<file path="src/design/biquad_iir_filter_unit_macros.svh">
// ----------------------------------------------------------------------------
// biquad iir filter unit assertion macros
// concurrent assertion wrappers, empty when SYNTHESIS is defined
// ----------------------------------------------------------------------------
`ifndef BIQUAD_IIR_FILTER_UNIT_MACROS_SVH
`define BIQUAD_IIR_FILTER_UNIT_MACROS_SVH

`ifndef SYNTHESIS

// same-cycle implication
`define BIQ_ASSERT_NOW(label, clk, rst_n, ante, cons, msg) \
    label: assert property (@(posedge clk) disable iff (!rst_n) (ante) |-> (cons)) \
        else $error(msg);

// next-cycle implication
`define BIQ_ASSERT_NEXT(label, clk, rst_n, ante, cons, msg) \
    label: assert property (@(posedge clk) disable iff (!rst_n) (ante) |=> (cons)) \
        else $error(msg);

`else

`define BIQ_ASSERT_NOW(label, clk, rst_n, ante, cons, msg)
`define BIQ_ASSERT_NEXT(label, clk, rst_n, ante, cons, msg)

`endif

`endif

</file>
<file path="src/design/biq_pkg.sv">
// ----------------------------------------------------------------------------
// biquad iir filter package
// widths, register indexes and reset gains shared by the filter files
// ----------------------------------------------------------------------------
package biq_pkg;

    localparam int SAMPLE_W   = 24;
    localparam int COEF_W     = 32;
    localparam int DELAY_W    = 32;
    localparam int PROD_W     = COEF_W + SAMPLE_W;
    localparam int ACC_W      = PROD_W + 2;
    localparam int FRAC_SHIFT = 24;
    localparam int SHIFT_W    = ACC_W - FRAC_SHIFT;
    localparam int CFG_IDX_W  = 3;

    localparam int DEFAULT_CHANNELS = 2;

    typedef enum logic [CFG_IDX_W-1:0] {
        REG_FEED_GAIN_0 = 3'd0,
        REG_FEED_GAIN_1 = 3'd1,
        REG_FEED_GAIN_2 = 3'd2,
        REG_BACK_GAIN_1 = 3'd3,
        REG_BACK_GAIN_2 = 3'd4
    } biq_reg_idx_t;

    localparam logic signed [COEF_W-1:0] FEED_GAIN_0_RESET = 32'sd16777216;
    localparam logic signed [COEF_W-1:0] GAIN_ZERO_RESET   = 32'sd0;

endpackage

</file>
<file path="src/design/biq_if.sv">
// ----------------------------------------------------------------------------
// biquad iir filter channels
// valid/ready request channels for samples in and filtered results out
// ----------------------------------------------------------------------------
interface biq_in_if import biq_pkg::*; ();
    logic                       valid;
    logic                       ready;
    logic                       chan_sel;
    logic signed [SAMPLE_W-1:0] in_sample;

    modport source (output valid, output chan_sel, output in_sample, input ready);
    modport sink (input valid, input chan_sel, input in_sample, output ready);
endinterface

interface biq_out_if import biq_pkg::*; ();
    logic                       valid;
    logic                       ready;
    logic                       out_chan;
    logic signed [SAMPLE_W-1:0] out_sample;
    logic                       clipped;

    modport source (output valid, output out_chan, output out_sample, output clipped,
                    input ready);
    modport sink (input valid, input out_chan, input out_sample, input clipped,
                  output ready);
endinterface

</file>
<file path="src/design/biquad_iir_filter_unit.sv">
// ----------------------------------------------------------------------------
// biquad iir filter unit
// multi-channel second-order iir filter, transposed direct form ii
// ----------------------------------------------------------------------------
// samples: sink channel; a request carries chan_sel and a Q1.23 in_sample.
// results: source channel; a request carries out_chan, the saturated Q1.23
//   out_sample and clipped, one result per sample, in order.
// cfg: write port, cfg_index selects one of the five Q8.24 gains
//   (feed_gain_0..2, back_gain_1..2); write only while no sample is in work.
// one 32x24 multiplier and one 58-bit adder are shared by all five products
//   under a ten-state sequencer; a sample is accepted only from idle, so the
//   next sample waits until the current one has left the last step.
// samples.ready is high only while the sequencer is idle.
// a finished result sits in an output register; the next sample is accepted
//   while it waits, and the sequencer holds in its last step only when that
//   register is still full and results.ready is low.
// reset clears both delay values of every channel, sets feed_gain_0 to 1.0
//   and all other gains to zero (pass-through), and empties the output.
// a chan_sel not below CHANNELS reads zero delays and writes no state.
// ----------------------------------------------------------------------------
`include "biquad_iir_filter_unit_macros.svh"

module biquad_iir_filter_unit import biq_pkg::*; #(
    parameter int CHANNELS = DEFAULT_CHANNELS
) (
    input  logic                 clk,
    input  logic                 rst_n,
    input  logic                 cfg_we,
    input  logic [CFG_IDX_W-1:0] cfg_index,
    input  logic [COEF_W-1:0]    cfg_wdata,
    biq_in_if.sink               samples,
    biq_out_if.source            results
);

    localparam int STORE_DEPTH = (CHANNELS < 2) ? CHANNELS : 2;
    localparam int SEED_EXT_W  = ACC_W - DELAY_W - FRAC_SHIFT;

    localparam logic signed [SHIFT_W-1:0] SAMPLE_HI = SHIFT_W'(8388607);
    localparam logic signed [SHIFT_W-1:0] SAMPLE_LO = -SHIFT_W'(8388608);
    localparam logic signed [SHIFT_W-1:0] DELAY_HI  = SHIFT_W'(64'sd2147483647);
    localparam logic signed [SHIFT_W-1:0] DELAY_LO  = -SHIFT_W'(64'sd2147483648);
    localparam logic [FRAC_SHIFT-1:0]     ROUND_BIT = FRAC_SHIFT'(1) << (FRAC_SHIFT - 1);

    typedef enum logic [9:0] {
        ST_IDLE  = 10'b0000000001,
        ST_MUL0  = 10'b0000000010,
        ST_ADD0  = 10'b0000000100,
        ST_SATY  = 10'b0000001000,
        ST_MULB1 = 10'b0000010000,
        ST_SUB1  = 10'b0000100000,
        ST_SAT1  = 10'b0001000000,
        ST_MULB2 = 10'b0010000000,
        ST_SUB2  = 10'b0100000000,
        ST_SAT2  = 10'b1000000000
    } biq_state_t;

    biq_state_t state_reg, state_next;

    logic signed [COEF_W-1:0] feed_gain_0_reg, feed_gain_1_reg, feed_gain_2_reg;
    logic signed [COEF_W-1:0] back_gain_1_reg, back_gain_2_reg;

    logic signed [DELAY_W-1:0] first_delay_reg  [STORE_DEPTH];
    logic signed [DELAY_W-1:0] second_delay_reg [STORE_DEPTH];

    logic                       chan_reg;
    logic                       chan_ok_reg;
    logic signed [SAMPLE_W-1:0] x_reg;
    logic signed [DELAY_W-1:0]  z1_reg, z2_reg;
    logic signed [SAMPLE_W-1:0] y_reg;
    logic                       clip_reg;
    logic signed [PROD_W-1:0]   prod_reg, prod_next;
    logic signed [ACC_W-1:0]    acc_reg, acc_next;

    logic                       out_valid_reg;
    logic                       out_chan_reg;
    logic signed [SAMPLE_W-1:0] out_sample_reg;
    logic                       out_clip_reg;

    logic signed [COEF_W-1:0]   mul_coef;
    logic signed [SAMPLE_W-1:0] mul_op;
    logic signed [ACC_W-1:0]    prod_ext;
    logic signed [SHIFT_W-1:0]  acc_shifted;
    logic signed [SAMPLE_W-1:0] y_sat;
    logic                       y_clip;
    logic signed [DELAY_W-1:0]  n_sat;
    logic signed [DELAY_W-1:0]  z1_sel, z2_sel;
    logic                       in_chan_ok;
    logic                       accept;
    logic                       out_free;
    logic                       finish;

    assign accept   = samples.valid && samples.ready;
    assign out_free = !out_valid_reg || results.ready;
    assign finish   = (state_reg == ST_SAT2) && out_free;

    assign samples.ready      = (state_reg == ST_IDLE);
    assign results.valid      = out_valid_reg;
    assign results.out_chan   = out_chan_reg;
    assign results.out_sample = out_sample_reg;
    assign results.clipped    = out_clip_reg;

    assign in_chan_ok = ({{31{1'b0}}, samples.chan_sel} < 32'(CHANNELS));

    // delay read for the incoming channel
    always_comb
    begin
        z1_sel = '0;
        z2_sel = '0;
        for (int i = 0; i < STORE_DEPTH; i++)
        begin
            if (samples.chan_sel == 1'(i))
            begin
                z1_sel = first_delay_reg[i];
                z2_sel = second_delay_reg[i];
            end
        end
        if (!in_chan_ok)
        begin
            z1_sel = '0;
            z2_sel = '0;
        end
    end

    // shared multiplier operand select
    always_comb
    begin
        case (state_reg)
            ST_MUL0:
            begin
                mul_coef = feed_gain_0_reg;
                mul_op   = x_reg;
            end
            ST_ADD0:
            begin
                mul_coef = feed_gain_1_reg;
                mul_op   = x_reg;
            end
            ST_MULB1:
            begin
                mul_coef = back_gain_1_reg;
                mul_op   = y_reg;
            end
            ST_SUB1:
            begin
                mul_coef = feed_gain_2_reg;
                mul_op   = x_reg;
            end
            ST_MULB2:
            begin
                mul_coef = back_gain_2_reg;
                mul_op   = y_reg;
            end
            default:
            begin
                mul_coef = feed_gain_0_reg;
                mul_op   = x_reg;
            end
        endcase
    end

    assign prod_next   = PROD_W'(mul_coef) * PROD_W'(mul_op);
    assign prod_ext    = ACC_W'(prod_reg);
    assign acc_shifted = acc_reg[ACC_W-1:FRAC_SHIFT];

    // round is folded into the accumulator seed; saturate here
    always_comb
    begin
        y_clip = 1'b0;
        if (acc_shifted > SAMPLE_HI)
        begin
            y_sat  = SAMPLE_HI[SAMPLE_W-1:0];
            y_clip = 1'b1;
        end
        else if (acc_shifted < SAMPLE_LO)
        begin
            y_sat  = SAMPLE_LO[SAMPLE_W-1:0];
            y_clip = 1'b1;
        end
        else
        begin
            y_sat = acc_shifted[SAMPLE_W-1:0];
        end

        if (acc_shifted > DELAY_HI)
        begin
            n_sat = DELAY_HI[DELAY_W-1:0];
        end
        else if (acc_shifted < DELAY_LO)
        begin
            n_sat = DELAY_LO[DELAY_W-1:0];
        end
        else
        begin
            n_sat = acc_shifted[DELAY_W-1:0];
        end
    end

    // sequencer
    always_comb
    begin
        state_next = state_reg;
        acc_next   = acc_reg;
        case (state_reg)
            ST_IDLE:
            begin
                if (accept)
                begin
                    state_next = ST_MUL0;
                end
            end
            ST_MUL0:
            begin
                acc_next   = {{SEED_EXT_W{z1_reg[DELAY_W-1]}}, z1_reg, ROUND_BIT};
                state_next = ST_ADD0;
            end
            ST_ADD0:
            begin
                acc_next   = acc_reg + prod_ext;
                state_next = ST_SATY;
            end
            ST_SATY:
            begin
                acc_next   = {{SEED_EXT_W{z2_reg[DELAY_W-1]}}, z2_reg, ROUND_BIT} + prod_ext;
                state_next = ST_MULB1;
            end
            ST_MULB1:
            begin
                state_next = ST_SUB1;
            end
            ST_SUB1:
            begin
                acc_next   = acc_reg - prod_ext;
                state_next = ST_SAT1;
            end
            ST_SAT1:
            begin
                acc_next   = ACC_W'(ROUND_BIT) + prod_ext;
                state_next = ST_MULB2;
            end
            ST_MULB2:
            begin
                state_next = ST_SUB2;
            end
            ST_SUB2:
            begin
                acc_next   = acc_reg - prod_ext;
                state_next = ST_SAT2;
            end
            ST_SAT2:
            begin
                if (out_free)
                begin
                    state_next = ST_IDLE;
                end
            end
            default:
            begin
                state_next = ST_IDLE;
            end
        endcase
    end

    always_ff @(posedge clk or negedge rst_n)
    begin
        if (!rst_n)
        begin
            state_reg     <= ST_IDLE;
            out_valid_reg <= 1'b0;
        end
        else
        begin
            state_reg <= state_next;
            if (finish)
            begin
                out_valid_reg <= 1'b1;
            end
            else if (results.ready)
            begin
                out_valid_reg <= 1'b0;
            end
        end
    end

    // gain registers
    always_ff @(posedge clk or negedge rst_n)
    begin
        if (!rst_n)
        begin
            feed_gain_0_reg <= FEED_GAIN_0_RESET;
            feed_gain_1_reg <= GAIN_ZERO_RESET;
            feed_gain_2_reg <= GAIN_ZERO_RESET;
            back_gain_1_reg <= GAIN_ZERO_RESET;
            back_gain_2_reg <= GAIN_ZERO_RESET;
        end
        else if (cfg_we)
        begin
            case (biq_reg_idx_t'(cfg_index))
                REG_FEED_GAIN_0: feed_gain_0_reg <= cfg_wdata;
                REG_FEED_GAIN_1: feed_gain_1_reg <= cfg_wdata;
                REG_FEED_GAIN_2: feed_gain_2_reg <= cfg_wdata;
                REG_BACK_GAIN_1: back_gain_1_reg <= cfg_wdata;
                REG_BACK_GAIN_2: back_gain_2_reg <= cfg_wdata;
                default:
                begin
                end
            endcase
        end
    end

    // per-channel delay state
    for (genvar g = 0; g < STORE_DEPTH; g++)
    begin : g_delay
        always_ff @(posedge clk or negedge rst_n)
        begin
            if (!rst_n)
            begin
                first_delay_reg[g]  <= '0;
                second_delay_reg[g] <= '0;
            end
            else if (chan_ok_reg && (chan_reg == 1'(g)))
            begin
                if (state_reg == ST_SAT1)
                begin
                    first_delay_reg[g] <= n_sat;
                end
                if (finish)
                begin
                    second_delay_reg[g] <= n_sat;
                end
            end
        end
    end

    // datapath registers
    always_ff @(posedge clk)
    begin
        prod_reg <= prod_next;
        acc_reg  <= acc_next;
        if (accept)
        begin
            chan_reg    <= samples.chan_sel;
            chan_ok_reg <= in_chan_ok;
            x_reg       <= samples.in_sample;
            z1_reg      <= z1_sel;
            z2_reg      <= z2_sel;
        end
        if (state_reg == ST_SATY)
        begin
            y_reg    <= y_sat;
            clip_reg <= y_clip;
        end
        if (finish)
        begin
            out_chan_reg   <= chan_reg;
            out_sample_reg <= y_reg;
            out_clip_reg   <= clip_reg;
        end
    end

    `BIQ_ASSERT_NEXT(a_accept_starts, clk, rst_n, accept,
        (state_reg == ST_MUL0) && !samples.ready, "sample accepted but sequencer not started")
    `BIQ_ASSERT_NEXT(a_finish_delivers, clk, rst_n, finish,
        results.valid && (results.out_chan == $past(chan_reg)), "result lost or wrong channel")
    `BIQ_ASSERT_NOW(a_clip_at_bound, clk, rst_n, results.valid && results.clipped,
        (results.out_sample == SAMPLE_HI[SAMPLE_W-1:0]) ||
        (results.out_sample == SAMPLE_LO[SAMPLE_W-1:0]), "clipped result not at a bound")

endmodule
</file>
<file path="src/flat_wrapper.sv">
// flat-port wrapper written by rule: the top's interface ports become plain ports
module biquad_iir_filter_unit_flat import biq_pkg::*;
#(
    parameter int CHANNELS = DEFAULT_CHANNELS
)
  (clk, rst_n, cfg_we, cfg_index, cfg_wdata, samples_valid, samples_chan_sel, samples_in_sample, samples_ready, results_valid, results_out_chan, results_out_sample, results_clipped, results_ready);
  biq_in_if samples_i ();
  biq_out_if results_i ();
  input  logic clk;
  input  logic rst_n;
  input  logic cfg_we;
  input  logic [CFG_IDX_W-1:0] cfg_index;
  input  logic [COEF_W-1:0] cfg_wdata;
  input wire logic [$bits(samples_i.valid)-1:0] samples_valid;
  input wire logic [$bits(samples_i.chan_sel)-1:0] samples_chan_sel;
  input wire logic [$bits(samples_i.in_sample)-1:0] samples_in_sample;
  output wire logic [$bits(samples_i.ready)-1:0] samples_ready;
  output wire logic [$bits(results_i.valid)-1:0] results_valid;
  output wire logic [$bits(results_i.out_chan)-1:0] results_out_chan;
  output wire logic [$bits(results_i.out_sample)-1:0] results_out_sample;
  output wire logic [$bits(results_i.clipped)-1:0] results_clipped;
  input wire logic [$bits(results_i.ready)-1:0] results_ready;
  assign samples_i.valid = samples_valid;
  assign samples_i.chan_sel = samples_chan_sel;
  assign samples_i.in_sample = samples_in_sample;
  assign samples_ready = samples_i.ready;
  assign results_valid = results_i.valid;
  assign results_out_chan = results_i.out_chan;
  assign results_out_sample = results_i.out_sample;
  assign results_clipped = results_i.clipped;
  assign results_i.ready = results_ready;
  biquad_iir_filter_unit #(.CHANNELS(CHANNELS)) u_core (.clk(clk), .rst_n(rst_n), .cfg_we(cfg_we), .cfg_index(cfg_index), .cfg_wdata(cfg_wdata), .samples(samples_i), .results(results_i));
endmodule
</file>
<file path="config.mk">
export PLATFORM = sky130hd
export DESIGN_NAME = biquad_iir_filter_unit_flat
export DESIGN_NICKNAME = d
export VERILOG_FILES = /design/src/design/biq_pkg.sv /design/src/design/biq_if.sv /design/src/design/biquad_iir_filter_unit.sv /design/src/flat_wrapper.sv
export VERILOG_INCLUDE_DIRS = /design/src /design/src/design
export SDC_FILE = /design/constraint.sdc
export NUM_CORES = 2
export LEC_CHECK = 0
export BUFFER_PORTS_ARGS = -buffer_cell sky130_fd_sc_hd__buf_2
export CAP_MARGIN = 10
export CORE_MARGIN = 5
export CORE_UTILIZATION = 27
export DETAILED_ROUTE_END_ITERATION = 10
export GPL_TIMING_DRIVEN = 0
export HOLD_SLACK_MARGIN = 0.1
export SYNTH_ARGS = -nofsm -noshare
export SYNTH_HDL_FRONTEND = slang
export SYNTH_SLANG_ARGS = --single-unit
</file>
<file path="constraint.sdc">
create_clock -name clk -period 10.1 [get_ports clk]
set_input_delay 0.505 -clock clk [delete_from_list [all_inputs] [get_ports clk]]
set_output_delay 0.505 -clock clk [all_outputs]
set_load 0.1 [all_outputs]
</file>
==> flow_metrics.env <==
export IMPL_status="completed"
export IMPL_use_met3_pct=3.820
export IMPL_crit_top_cell="fa_1"
export IMPL_vias_per_cell=4.959
export IMPL_mostFrequentLayoutCells="830 x inv_1, 783 x fa_1, 612 x nand2_1"
export IMPL_crit_fanout=10
export IMPL_synthMuxAreaShare_pct=5.614
export IMPL_grt_pass1_vias=43900
export IMPL_placed_area_um2=58540
export IMPL_antenna_cells=0
export IMPL_synth_flop_cell="dfrtp_1"
export IMPL_critPathSlowestCell="fa_2"
export IMPL_vias=42143
export IMPL_ctsHtreeMaxLevel=2
export IMPL_clk_path_buf_depth=3
export IMPL_final_hold_viol_count=0
export IMPL_overflow=0
export IMPL_critPathTopFamily="adder cells"
export IMPL_synth_area_um2=54400
export IMPL_required_ns=10.70
export IMPL_synth_edff_count=198
export IMPL_nNetsFinal=6885
export IMPL_finalSetupTns_ns=0
export IMPL_cp_end_kind="flop"
export IMPL_maxCapViolations=0
export IMPL_yosys_warnings=0
export IMPL_worst_path_buf_inv=10
export IMPL_synth_top_family_by_area="adder cells"
export IMPL_yosysSeqAreaShare_pct=26.75
export IMPL_hpwl_um=157300
export IMPL_cp_start_kind="flop"
export IMPL_yosys_area_share_adder_pct=34.45
export IMPL_synth_area_per_cell_um2=9.783
export IMPL_slew_viol_final=0
export IMPL_area_growth_syn_to_layout_pct=13.62
export IMPL_yosys_area_share_simple_pct=11.74
export IMPL_avgRoutedWirePerCell_um=22.85
export IMPL_coreArea_um2=200100
export IMPL_totalWireLength_um=194200
export IMPL_hold_slack_ns=0.1372
export IMPL_finalSetupViolCount=0
export IMPL_synth_nets=6653
export IMPL_cts_buffers_inserted=58
export IMPL_cts_root_buf="clkbuf_16"
export IMPL_pin_count=93
export IMPL_max_stage_delay_ns=0.66
export IMPL_critPathArrivalTime_ns=10.54
export IMPL_cts_sinks=553
export IMPL_final_antenna_net_count=0
export IMPL_drtPass1Iterations=6
export IMPL_tightest_slew_ns=1.178
export IMPL_post_route_util_pct=30.90
export IMPL_die_area_um2=210600
export IMPL_use_met2_pct=29.39
export IMPL_drc=0
export IMPL_finClkSkew_ns=0.06927
export IMPL_die_w_um=458.9
export IMPL_ys_ff_latch=553
export IMPL_path_clk_slew_ns=0.06
export IMPL_min_period_over_period_pct=98.44
export IMPL_place_gp_congestion=0.9950
export IMPL_rsz0062_at_grt="true"
export IMPL_initial_core_util_pct=27.19
export IMPL_grt_pass1_wl_um=291600
export IMPL_cts_tree="built"
export IMPL_drive_above_1_share_pct=12.44
export IMPL_grt_usage_pct=18.38
export IMPL_drt_iter0_markers=4055
export IMPL_synthArstFlopShare_pct=54.07
export IMPL_synth_xor_area_share_pct=3.622
export IMPL_hold_path_class="in2reg"
export IMPL_grt_max_degree=113
export IMPL_die_h_um=458.9
export IMPL_use_met1_pct=24.46
export IMPL_worstSetupPathType="reg2reg"
export IMPL_layout_commonest_cell="inv_1"
export IMPL_insertion_delay_ns=0.74
export IMPL_finalInstanceArea_um2=61820
export IMPL_period_needed_ns=9.943
export IMPL_synth_compound_area_share_pct=10.04
export IMPL_fmax_mhz=100.6
export IMPL_netlist_instances=5561
export IMPL_num_rows=164
export IMPL_maxSlewHeadroom_pct=20.74
export IMPL_busiest_layer="met2"
export IMPL_synth_distinct_cells=87
export IMPL_antenna_found_initial=3
export IMPL_portBuffers=92
==> what timing repair did <==
item                                   in CTS  in global routing
endpoints found under the hold margin     207                  0
hold buffers                               49                  0
buffers inserted                           14                  3
pin swaps                                   4                  4
gates resized for setup                   178                 90
setup endpoints to repair                  39                 28
==> synth_stat cells, types with 14 or more instances <==
library cell | n | area, µm²
and3_1 | 18 | 112.6
xor2_1 | 89 | 779.5
o21a_1 | 46 | 345.3
nand4_1 | 34 | 212.7
a22oi_1 | 68 | 510.5
clkbuf_1 | 204 | 765.7
ha_1 | 242 | 3028
mux2_2 | 247 | 2781
o211ai_1 | 18 | 135.1
a21o_1 | 78 | 585.6
o21bai_1 | 27 | 202.7
mux2i_1 | 25 | 250.2
fa_1 | 785 | 15720
o21ai_0 | 237 | 1186
inv_1 | 832 | 3123
buf_2 | 54 | 270.3
a21oi_1 | 269 | 1346
nand2_1 | 612 | 2297
nor2_1 | 540 | 2027
nor3_1 | 43 | 215.2
dfrtp_1 | 297 | 7432
nand2b_1 | 36 | 225.2
xnor2_1 | 136 | 1191
nand3_1 | 81 | 405.4
and2_1 | 21 | 131.4
o31ai_1 | 16 | 120.1
edfxtp_1 | 198 | 5946
a31oi_1 | 28 | 175.2
buf_1 | 14 | 52.55
dfxtp_1 | 56 | 1121
nor2b_1 | 20 | 125.1
==> path summary, 6_finish.rpt <==
check	start	to	slack [ns]	cells after the start
min in group asynchronous	rst_n	u_core.second_delay_reg[58]$_DFFE_PN0P_	0.36	2
hold / removal	cfg_wdata[5]	u_core.feed_gain_2_reg[5]$_DFFE_PN0P_	0.14	2
hold reg to reg	u_core.clip_reg$_SDFFCE_PN1P_	u_core.results.clipped$_DFFE_PP_	0.42	0
max in group asynchronous	rst_n	u_core.back_gain_2_reg[31]$_DFFE_PN0P_	8.06	4
setup reg to reg	u_core.state_reg[5]$_DFFE_PN0P_	u_core.prod_reg[54]$_DFF_P_	0.16	35
setup / recovery	u_core.state_reg[5]$_DFFE_PN0P_	u_core.prod_reg[54]$_DFF_P_	0.16	35
==> kinds of logic (layout without fill, tap and decap cells) <==
logic type	count (synthesis)	after routing
AND/OR/NAND/NOR	1483	1483
buffers and inverters	1108	1390
adder cells (fa/ha/maj)	1027	1027
AO/OA/AOI/OAI	891	891
flip-flops	553	553
multiplexers	274	274
XOR/XNOR	225	225
==> final cells by class <==
class,count,area (µm²)
buffer,267,1308
multi-input combinational,3900,36090
tap,2656,3323
inverter,833,3134
fill,20636,138300
clock inverter,37,435.4
timing repair buffer,180,1389
clock buffer,73,1579
sequential,553,14560
==> per-layer routing <==
metal / share of wire, % / wire length [µm] / up-vias
met4: 4.6 / 8887 / 0
met3: 8.3 / 16110 / 377
met1: 41 / 80340 / 21594
met2: 46 / 88910 / 1736
li1: - / - / 18436
met5: 0 / 0 / -
==> through the flow <==
step	setup WS (ns)	cells
floorplan	1.229	5561
global placement	-3.337	8309
detailed placement	-2.642	8330
CTS	0.02077	8499
global route	-0.03268	8499
finish	0.1572	8499
==> worst register-to-register path, delay by kind of cell, from the launching register on <==
kind            cells  cell delay (ns)
buf+inv            10             1.97
simple gates        8             1.40
fa+ha+maj           8             4.32
compound gates      8             1.25
mux                 1             0.44
flops               1             0.50
Power is left out: the tool's default activity adds up to more than one toggle a clock period on the data nets, which glitch-free logic cannot reach.
